$ cat src/rtl/hrlp_pkg.sv
// Types, constants and the keep-alive literal of the request line parser.
// No dependencies.
package hrlp_pkg;

   // Default size of the request buffer in bytes.
   localparam int DEF_BUFFER_BYTES = 4096;

   // Length of the keep-alive literal and the width of the URL count.
   localparam int KA_LEN = 22;
   localparam int URL_WIDTH = 12;

   // Special bytes of the protocol.
   localparam logic [7:0] CHAR_CR = 8'h0D;
   localparam logic [7:0] CHAR_LF = 8'h0A;
   localparam logic [7:0] CHAR_SPACE = 8'h20;

   // The header text "Connection: keep-alive", one character per entry.
   localparam logic [7:0] KA_TEXT [KA_LEN] = '{
      8'h43, 8'h6F, 8'h6E, 8'h6E, 8'h65, 8'h63, 8'h74, 8'h69, 8'h6F, 8'h6E, 8'h3A,
      8'h20, 8'h6B, 8'h65, 8'h65, 8'h70, 8'h2D, 8'h61, 8'h6C, 8'h69, 8'h76, 8'h65
   };

   // Result kinds.
   typedef enum logic [1:0] {
      KIND_URL        = 2'd0,
      KIND_DONE       = 2'd1,
      KIND_DONE_EMPTY = 2'd2,
      KIND_BAD        = 2'd3
   } res_kind_type;

   // Parse phase, one-hot.
   typedef enum logic [2:0] {
      PH_REQ_LINE = 3'b001,
      PH_HEADERS  = 3'b010,
      PH_DONE     = 3'b100
   } phase_type;

   // One result as it leaves the parse logic.
   typedef struct packed {
      logic                   valid;
      res_kind_type           kind;
      logic [7:0]             url_byte;
      logic [URL_WIDTH-1:0]   url_length;
      logic                   keep_alive;
   } result_type;

endpackage

$ cat src/rtl/hrlp_if.sv
// Valid/ready channel interfaces for request bytes and parse results.
// Depends on hrlp_pkg.
interface hrlp_req_if;
   logic       valid;
   logic       ready;
   logic [7:0] data_byte;
   logic       start_of_request;

   modport source (output valid, output data_byte, output start_of_request, input ready);
   modport sink (input valid, input data_byte, input start_of_request, output ready);
endinterface

interface hrlp_rsp_if;
   logic                           valid;
   logic                           ready;
   logic [1:0]                     res_kind;
   logic [7:0]                     url_byte;
   logic [hrlp_pkg::URL_WIDTH-1:0] url_length;
   logic                           keep_alive;

   modport source (output valid, output res_kind, output url_byte, output url_length,
                   output keep_alive, input ready);
   modport sink (input valid, input res_kind, input url_byte, input url_length,
                 input keep_alive, output ready);
endinterface

$ cat src/rtl/hrlp_ka_match.sv
// Incremental matcher for the keep-alive header literal.
// Depends on hrlp_pkg.
module hrlp_ka_match (
   input  logic [7:0] data_byte,
   input  logic [4:0] match_pos,
   output logic [4:0] match_pos_next,
   output logic       hit
);

   logic [4:0] start_pos;
   logic [4:0] advanced;

   // Restart from zero if the position ran past the literal.
   always_comb begin
      start_pos = (match_pos >= 5'(hrlp_pkg::KA_LEN)) ? 5'd0 : match_pos;
      if (data_byte == hrlp_pkg::KA_TEXT[start_pos]) begin
         advanced = start_pos + 5'd1;
      end else if (data_byte == hrlp_pkg::KA_TEXT[0]) begin
         advanced = 5'd1;
      end else begin
         advanced = 5'd0;
      end
      // A full match raises the flag and starts over.
      hit = (advanced == 5'(hrlp_pkg::KA_LEN));
      match_pos_next = hit ? 5'd0 : advanced;
   end

endmodule

$ cat src/rtl/hrlp_core.sv
// Parse state and per-byte update logic of the request line parser.
// Depends on hrlp_pkg and hrlp_ka_match.
module hrlp_core #(
   parameter int BUFFER_BYTES = hrlp_pkg::DEF_BUFFER_BYTES
) (
   input  logic                 clock,
   input  logic                 reset,
   input  logic                 go,
   input  logic [7:0]           data_byte,
   input  logic                 start_of_request,
   output hrlp_pkg::result_type result
);

   localparam int CountWidth = $clog2(BUFFER_BYTES + 1);
   localparam int UrlWidth = hrlp_pkg::URL_WIDTH;

   hrlp_pkg::phase_type   phase_ff, phase_in, phase_eff;
   logic [1:0]            space_count_ff, space_count_in, space_count_eff;
   logic                  cr_pending_ff, cr_pending_in, cr_pending_eff;
   logic                  line_nonempty_ff, line_nonempty_in, line_nonempty_eff;
   logic [4:0]            match_pos_ff, match_pos_in, match_pos_eff;
   logic                  keep_alive_ff, keep_alive_in, keep_alive_eff;
   logic [UrlWidth-1:0]   url_count_ff, url_count_in, url_count_eff;
   logic [CountWidth-1:0] byte_count_ff, byte_count_in, byte_count_eff;
   logic [4:0]            match_pos_next;
   logic                  match_hit;

   // Start of request clears the state before the byte is looked at.
   always_comb begin
      if (start_of_request) begin
         phase_eff         = hrlp_pkg::PH_REQ_LINE;
         space_count_eff   = 2'd0;
         cr_pending_eff    = 1'b0;
         line_nonempty_eff = 1'b0;
         match_pos_eff     = 5'd0;
         keep_alive_eff    = 1'b0;
         url_count_eff     = '0;
         byte_count_eff    = '0;
      end else begin
         phase_eff         = phase_ff;
         space_count_eff   = space_count_ff;
         cr_pending_eff    = cr_pending_ff;
         line_nonempty_eff = line_nonempty_ff;
         match_pos_eff     = match_pos_ff;
         keep_alive_eff    = keep_alive_ff;
         url_count_eff     = url_count_ff;
         byte_count_eff    = byte_count_ff;
      end
   end

   hrlp_ka_match u_ka_match (
      .data_byte      (data_byte),
      .match_pos      (match_pos_eff),
      .match_pos_next (match_pos_next),
      .hit            (match_hit)
   );

   // Per-byte update: line splitting, URL extraction and header matching.
   always_comb begin
      phase_in          = phase_eff;
      space_count_in    = space_count_eff;
      cr_pending_in     = cr_pending_eff;
      line_nonempty_in  = line_nonempty_eff;
      match_pos_in      = match_pos_eff;
      keep_alive_in     = keep_alive_eff;
      url_count_in      = url_count_eff;
      byte_count_in     = byte_count_eff;
      result.valid      = 1'b0;
      result.kind       = hrlp_pkg::KIND_URL;
      result.url_byte   = 8'd0;
      result.url_length = url_count_eff;
      result.keep_alive = keep_alive_eff;

      // Bytes past the end of the buffer are dropped.
      if (byte_count_eff < CountWidth'(BUFFER_BYTES)) begin
         byte_count_in = byte_count_eff + CountWidth'(1);
         if (phase_eff != hrlp_pkg::PH_DONE) begin
            if (cr_pending_eff) begin
               cr_pending_in = 1'b0;
               if (data_byte != hrlp_pkg::CHAR_LF) begin
                  // A CR not followed by LF makes the request bad.
                  phase_in     = hrlp_pkg::PH_DONE;
                  result.valid = 1'b1;
                  result.kind  = hrlp_pkg::KIND_BAD;
               end else if (phase_eff == hrlp_pkg::PH_HEADERS && !line_nonempty_eff) begin
                  // An empty header line ends the request.
                  phase_in     = hrlp_pkg::PH_DONE;
                  result.valid = 1'b1;
                  result.kind  = (url_count_eff != '0) ? hrlp_pkg::KIND_DONE
                                                       : hrlp_pkg::KIND_DONE_EMPTY;
               end else begin
                  phase_in         = hrlp_pkg::PH_HEADERS;
                  line_nonempty_in = 1'b0;
                  match_pos_in     = 5'd0;
               end
            end else if (data_byte == hrlp_pkg::CHAR_CR) begin
               cr_pending_in = 1'b1;
            end else begin
               line_nonempty_in = 1'b1;
               if (phase_eff == hrlp_pkg::PH_REQ_LINE) begin
                  if (data_byte == hrlp_pkg::CHAR_SPACE) begin
                     if (space_count_eff != 2'd2) begin
                        space_count_in = space_count_eff + 2'd1;
                     end
                  end else if (space_count_eff == 2'd1) begin
                     // A byte between the first and second space is URL text.
                     url_count_in      = (url_count_eff != '1) ? url_count_eff + UrlWidth'(1)
                                                               : url_count_eff;
                     result.valid      = 1'b1;
                     result.kind       = hrlp_pkg::KIND_URL;
                     result.url_byte   = data_byte;
                     result.url_length = url_count_in;
                  end
               end else begin
                  match_pos_in = match_pos_next;
                  if (match_hit) begin
                     keep_alive_in = 1'b1;
                  end
               end
            end
         end
      end
   end

   // State registers, updated once per processed byte.
   always_ff @(posedge clock) begin
      if (reset) begin
         phase_ff         <= hrlp_pkg::PH_REQ_LINE;
         space_count_ff   <= 2'd0;
         cr_pending_ff    <= 1'b0;
         line_nonempty_ff <= 1'b0;
         match_pos_ff     <= 5'd0;
         keep_alive_ff    <= 1'b0;
         url_count_ff     <= '0;
         byte_count_ff    <= '0;
      end else if (go) begin
         phase_ff         <= phase_in;
         space_count_ff   <= space_count_in;
         cr_pending_ff    <= cr_pending_in;
         line_nonempty_ff <= line_nonempty_in;
         match_pos_ff     <= match_pos_in;
         keep_alive_ff    <= keep_alive_in;
         url_count_ff     <= url_count_in;
         byte_count_ff    <= byte_count_in;
      end
   end

endmodule

$ cat src/rtl/http_request_line_parser.sv
// The parser accepts one request byte per clock cycle while the result side is not stalled, and
// answers each byte with at most one result: a URL byte, a completion verdict or a bad-request
// verdict. A byte is registered on acceptance and its result enters the result register once that
// register can take it; the sustained rate is one byte per cycle while no stall holds the flow.
// Bytes that produce no result simply pass without a response, and a stalled result register holds
// the input side only once the input register is also full.
// Depends on hrlp_pkg, hrlp_if and hrlp_core.
module http_request_line_parser #(
   parameter int BUFFER_BYTES = hrlp_pkg::DEF_BUFFER_BYTES
) (
   input  logic      clock,
   input  logic      reset,
   hrlp_req_if.sink  req,
   hrlp_rsp_if.source rsp
);

   logic                 hold_valid_ff, hold_valid_in;
   logic [7:0]           hold_byte_ff;
   logic                 hold_sor_ff;
   logic                 proc_go;
   logic                 req_take;
   hrlp_pkg::result_type result;
   logic                 out_valid_ff, out_valid_in;
   hrlp_pkg::result_type out_ff;

   // The held byte is processed when the result register can take its outcome.
   assign proc_go   = hold_valid_ff && (!out_valid_ff || rsp.ready);
   assign req.ready = !hold_valid_ff || proc_go;
   assign req_take  = req.valid && req.ready;

   // Input register.
   always_comb begin
      if (req_take) begin
         hold_valid_in = 1'b1;
      end else if (proc_go) begin
         hold_valid_in = 1'b0;
      end else begin
         hold_valid_in = hold_valid_ff;
      end
   end

   always_ff @(posedge clock) begin
      if (reset) begin
         hold_valid_ff <= 1'b0;
      end else begin
         hold_valid_ff <= hold_valid_in;
      end
   end

   always_ff @(posedge clock) begin
      if (req_take) begin
         hold_byte_ff <= req.data_byte;
         hold_sor_ff  <= req.start_of_request;
      end
   end

   hrlp_core #(
      .BUFFER_BYTES (BUFFER_BYTES)
   ) u_core (
      .clock            (clock),
      .reset            (reset),
      .go               (proc_go),
      .data_byte        (hold_byte_ff),
      .start_of_request (hold_sor_ff),
      .result           (result)
   );

   // Result register.
   always_comb begin
      if (proc_go) begin
         out_valid_in = result.valid;
      end else if (rsp.ready) begin
         out_valid_in = 1'b0;
      end else begin
         out_valid_in = out_valid_ff;
      end
   end

   always_ff @(posedge clock) begin
      if (reset) begin
         out_valid_ff <= 1'b0;
      end else begin
         out_valid_ff <= out_valid_in;
      end
   end

   always_ff @(posedge clock) begin
      if (proc_go && result.valid) begin
         out_ff <= result;
      end
   end

   assign rsp.valid      = out_valid_ff;
   assign rsp.res_kind   = out_ff.kind;
   assign rsp.url_byte   = out_ff.url_byte;
   assign rsp.url_length = out_ff.url_length;
   assign rsp.keep_alive = out_ff.keep_alive;

endmodule

$ cat src/flat_wrapper.sv
// flat-port wrapper written by rule: the top's interface ports become plain ports
module http_request_line_parser_flat 
#(
   parameter int BUFFER_BYTES = hrlp_pkg::DEF_BUFFER_BYTES
)
  (clock, reset, req_valid, req_data_byte, req_start_of_request, req_ready, rsp_valid, rsp_res_kind, rsp_url_byte, rsp_url_length, rsp_keep_alive, rsp_ready);
  hrlp_req_if req_i ();
  hrlp_rsp_if rsp_i ();
  input  logic clock;
  input  logic reset;
  input wire logic [$bits(req_i.valid)-1:0] req_valid;
  input wire logic [$bits(req_i.data_byte)-1:0] req_data_byte;
  input wire logic [$bits(req_i.start_of_request)-1:0] req_start_of_request;
  output wire logic [$bits(req_i.ready)-1:0] req_ready;
  output wire logic [$bits(rsp_i.valid)-1:0] rsp_valid;
  output wire logic [$bits(rsp_i.res_kind)-1:0] rsp_res_kind;
  output wire logic [$bits(rsp_i.url_byte)-1:0] rsp_url_byte;
  output wire logic [$bits(rsp_i.url_length)-1:0] rsp_url_length;
  output wire logic [$bits(rsp_i.keep_alive)-1:0] rsp_keep_alive;
  input wire logic [$bits(rsp_i.ready)-1:0] rsp_ready;
  assign req_i.valid = req_valid;
  assign req_i.data_byte = req_data_byte;
  assign req_i.start_of_request = req_start_of_request;
  assign req_ready = req_i.ready;
  assign rsp_valid = rsp_i.valid;
  assign rsp_res_kind = rsp_i.res_kind;
  assign rsp_url_byte = rsp_i.url_byte;
  assign rsp_url_length = rsp_i.url_length;
  assign rsp_keep_alive = rsp_i.keep_alive;
  assign rsp_i.ready = rsp_ready;
  http_request_line_parser #(.BUFFER_BYTES(BUFFER_BYTES)) u_core (.clock(clock), .reset(reset), .req(req_i), .rsp(rsp_i));
endmodule
$ cat config.mk
export PLATFORM = sky130hd
export DESIGN_NAME = http_request_line_parser_flat
export DESIGN_NICKNAME = d
export VERILOG_FILES = /design/src/rtl/hrlp_pkg.sv /design/src/rtl/hrlp_if.sv /design/src/rtl/hrlp_ka_match.sv /design/src/rtl/hrlp_core.sv /design/src/rtl/http_request_line_parser.sv /design/src/flat_wrapper.sv
export SDC_FILE = /design/constraint.sdc
export NUM_CORES = 1
export LEC_CHECK = 0
export BUFFER_PORTS_ARGS = -buffer_cell sky130_fd_sc_hd__buf_2
export CAP_MARGIN = 40
export CORE_ASPECT_RATIO = 1.5
export CORE_MARGIN = 8
export CORE_UTILIZATION = 60
export DETAILED_ROUTE_END_ITERATION = 12
export GPL_ROUTABILITY_DRIVEN = 0
export PLACE_DENSITY = 0.9
export SLEW_MARGIN = 5
export SYNTH_ARGS = -nofsm -noshare
export SYNTH_HDL_FRONTEND = slang
export SYNTH_HIERARCHICAL = 1
export SYNTH_SLANG_ARGS = --single-unit
$ cat constraint.sdc
create_clock -name clock -period 4.76 [get_ports clock]
set_input_delay 0.714 -clock clock [delete_from_list [all_inputs] [get_ports clock]]
set_output_delay 0.714 -clock clock [all_outputs]
set_load 0.01 [all_outputs]
==> summary.txt <==
Yosys
  • Yosys warning count: 6
  • Register area share after synthesis: 40.2%
  • Mapped Avg Cell Area: 8.93 µm²
  • Ys flop type: dfxtp_1
  • Post-synthesis sequential element count: 72
  • Post-synthesis async set-or-reset flop share: 0%
  • Synthesized netlist cell count: 491
  • Count of distinct cell types in the synthesized netlist: 80
  • Net count after synthesis: 514
  • Post-synth EDFFs: 32
  • Post-synthesis cell area: 4380 µm²

Route
  • First DRT Iteration DRCs: 415
  • DR pass1 iterations: 6
  • Sum of routed wire length over all layers: 10.7 mm
  • Vias/cell: 6.29
  • Antenna Nets Post-Route: 0
  • Via count: 3,907
  • Routed wire length per instance: 17.3 µm
  • Post-route DRC: 0

GRT
  • GR Overflow Total: 0
  • Initial antenna violation count: 0
  • Pin count of the biggest net entering global routing: 38
  • Vias in the first global route: 3,784
  • Gr usage total: 21.2%
  • First-pass GRT wire length: 17.8 mm

Worst setup path
  • Worst reg-to-reg path cell count: 17
  • Required time of the worst setup path: 5.02 ns
  • Critical Path Sink Type: flip-flop
  • Biggest fanout along the worst timing path: 25
  • Setup crit start: u_core/hold_sor_ff
  • R2R Path Start: u_core/hold_sor_ff
  • Critical Path Source Type: flip-flop
  • Crit path kind: flip-flop to flip-flop
  • Arrival time reported for the critical path endpoint: 4.17 ns

Clock network
  • Clock sink count: 72
  • Buffer type at the clock tree root: clkbuf_8
  • Clock Path Buffers: 2
  • TritonCTS clock tree: done
  • # H-tree levels: 3
  • Post-CTS setup buffer count: 0
  • CTS Hold Buffers Added: 0
  • Clock-pin slew of the registers on the worst-case setup and hold paths: 0.07 ns
  • Number of CTS-inserted buffers: 9
  • Clock latency of the later-clocked register in the worst-skew pair: 0.36 ns
  • Number of gates resized after cts: 0

Final layout
  • Synthesis-to-finish area growth: 9.45%
  • Proportion of layout cells with a drive suffix above 1: 15.5%
  • Number of nets in the finished design: 539
  • Number of antenna cells inserted: 0
  • Total non-filler cell area in the finished layout: 4800 µm²
  • Storage element area: 1760 µm²
  • Number of filler instances in the final layout: 555
  • Area taken by multi-input logic gates: 2410 µm²

STA
  • Final setup TNS: 0 ns
  • Final slew viol count: 0
  • Final Cycle Share: 82.1%
  • Slew of the pin with the lowest slew margin: 0.896 ns
  • Worst slack on hold paths: 0.476 ns
  • Fin crit period: 3.91 ns
  • Setup slack of the critical path after layout: 0.850 ns
  • Final setup violation count: 0
  • Final hold viol count: 0
  • Timing-limited maximum frequency: 0.256 GHz
  • Setup repair after global routing missed its margin: false
  • Headroom to the max-slew limit: 39.4%
  • Worst clock skew on the final layout: 0.00684 ns

Place
  • Cell area after placement: 4600 µm²
  • Number of buffers added on ports: 37
  • HPWL Detailed: 7.60 mm
  • Setup slack at placement: 0.892 ns

Min path
  • Hold depth: 1
  • Hold Startpoint: u_core/u_core/match_pos_ff[0]
  • Type of the worst min-delay path: flip-flop to flip-flop

Die
  • Boundary Pins: 38
  • Chip height: 121 µm
  • Floorplan die area: 10,400 µm²
  • Placeable core area: 7180 µm²
  • Placement row count: 38
  • Overall die width: 85.8 µm
  • Starting density of the core: 61.1%

Pwr
  • Total power of the final layout: 1.19 mW
  • Leakage power figure: 1.65 nW
  • PD cells: 248 nW/µm²
  • Peak supply drop: 0.000149 V

Run status
  • Outcome: finished, final reports clean

Flow run
  • Maximum Capacitance Violations: 0
==> layout make-up <==
cell class,instances,share of cell area [%]
clock buffers,10,2.87
repair buffers,46,5.22
clock inverters,6,1.23
flip-flops and latches,72,36.7
well taps,100,2.61
inverters,14,1.10
multi-input cells,373,50.3
==> cell usage in the layout, fill, tap and decap left out, drive strengths merged, types with 3 or more instances in the layout <==
master,n
ha,10
o211ai,3
and3,10
edfxtp,32
o21a,5
nand3b,8
nand2,53
nor3b,4
nand4,9
clkinv,5
nand2b,10
dfxtp,40
xor2,10
a21oi,27
o21ai,22
nor4,11
clkbuf,10
nor2,36
and4b,3
inv,13
nor4b,6
buf,46
a22o,4
nand3,13
nor3,13
xnor2,12
or4,4
mux2i,4
or3,7
and2,11
nor2b,21
and3b,3
a31oi,9
==> worst max-delay path, stage by stage, from the launching register on <==
cell	delay [ns]
edfxtp_1	0.43
nor2b_1	0.07
buf_4	0.21
a21oi_1	0.24
nor2_1	0.10
nor2b_1	0.38
inv_1	0.20
ha_1	0.32
or2b_1	0.26
a2bb2oi_1	0.15
a21oi_1	0.06
o21ai_0	0.24
xnor2_1	0.18
nand4_2	0.22
nor2_1	0.17
nand3b_1	0.09
o22a_1	0.21
a311oi_1	0.27
==> through the flow <==
stage	instances	utilization (%)
floorplan	491	-
global placement	604	64.0
detailed placement	605	64.1
CTS	621	66.8
global route	621	66.8
finish	621	66.8
==> sequential cells by signal, summed over array words and instances, names as in the netlist <==
| name | count |
|---|---|
| u_core/rsp.url_length | 12 |
| u_core/hold_sor_ff | 1 |
| u_core/u_core/cr_pending_ff | 1 |
| u_core/u_core/match_pos_ff | 5 |
| u_core/u_core/byte_count_ff | 13 |
| u_core/u_core/line_nonempty_ff | 1 |
| u_core/u_core/phase_ff | 3 |
| u_core/rsp.keep_alive | 1 |
| u_core/u_core/url_count_ff | 12 |
| u_core/hold_valid_ff | 1 |
| u_core/rsp.url_byte | 8 |
| u_core/rsp.valid | 1 |
| u_core/hold_byte_ff | 8 |
| u_core/rsp.res_kind | 2 |
| u_core/u_core/keep_alive_ff | 1 |
| u_core/u_core/space_count_ff | 2 |
==> Yosys cell counts (3+ instances only) <==
cell type | instances | area share, %
a21oi_1 | 26 | 3.0
a22o_1 | 4 | 0.80
a31oi_1 | 9 | 1.3
and2_1 | 11 | 1.6
and3_1 | 8 | 1.1
and3b_1 | 3 | 0.60
buf_1 | 3 | 0.26
buf_2 | 6 | 0.68
clkbuf_1 | 18 | 1.5
dfxtp_1 | 40 | 18
edfxtp_1 | 32 | 22
ha_1 | 10 | 2.9
inv_1 | 13 | 1.1
mux2i_1 | 4 | 0.91
nand2_1 | 53 | 4.5
nand2b_1 | 8 | 1.1
nand3_1 | 12 | 1.4
nand3b_1 | 7 | 1.2
nand4_1 | 8 | 1.1
nor2_1 | 36 | 3.1
nor2b_1 | 21 | 3.0
nor3_1 | 13 | 1.5
nor3b_1 | 4 | 0.68
nor4_1 | 9 | 1.3
nor4b_1 | 6 | 1.2
o211ai_1 | 3 | 0.51
o21a_1 | 4 | 0.68
o21ai_0 | 22 | 2.5
or3_1 | 6 | 0.86
or4_1 | 4 | 0.68
xnor2_1 | 12 | 2.4
xor2_1 | 10 | 2.0
==> power breakdown <==
| part | switching [mW] | internal, mW | leakage, nW |
|---|---|---|---|
| Combinational | 0.0385 | 0.0191 | 0.969 |
| Sequential | 0.00904 | 0.649 | 0.587 |
| Clock | 0.225 | 0.252 | 0.0973 |
| Total | 0.272 | 0.920 | 1.65 |
==> logic make-up (layout without fill, tap and decap cells) <==
logic type / after synthesis / after routing / synth area share, %
and+or+nand+nor: 235 / 235 / 31.1
AOI/OAI and AO/OA: 100 / 100 / 15.2
DFF: 72 / 72 / 40.2
buffers and inverters: 46 / 76 / 4.85
xor gates and xnor gates: 22 / 22 / 4.39
adders and majority gates: 10 / 10 / 2.85
muxes: 6 / 6 / 1.43
==> path summary, 6_finish.rpt <==
kind / slack (ns) / end
setup / recovery: 0.85 / u_core/u_core/match_pos_ff[3]
hold / removal: 0.48 / u_core/u_core/match_pos_ff[0]
setup reg to reg: 0.85 / u_core/u_core/match_pos_ff[3]
hold reg to reg: 0.48 / u_core/u_core/match_pos_ff[0]
==> routing by layer <==
| metal | up-vias | GRT usage, % | part of all wire, % |
|---|---|---|---|
| met1 | 1856 | 23.2 | 39 |
| li1 | 1837 | - | - |
| met3 | 29 | 5.10 | 6.0 |
| met2 | 185 | 37.1 | 52 |
| met5 | - | 0 | 0 |
| met4 | 0 | 11.1 | 2.7 |
No activity file was read; power rests on OpenSTA's default activity.
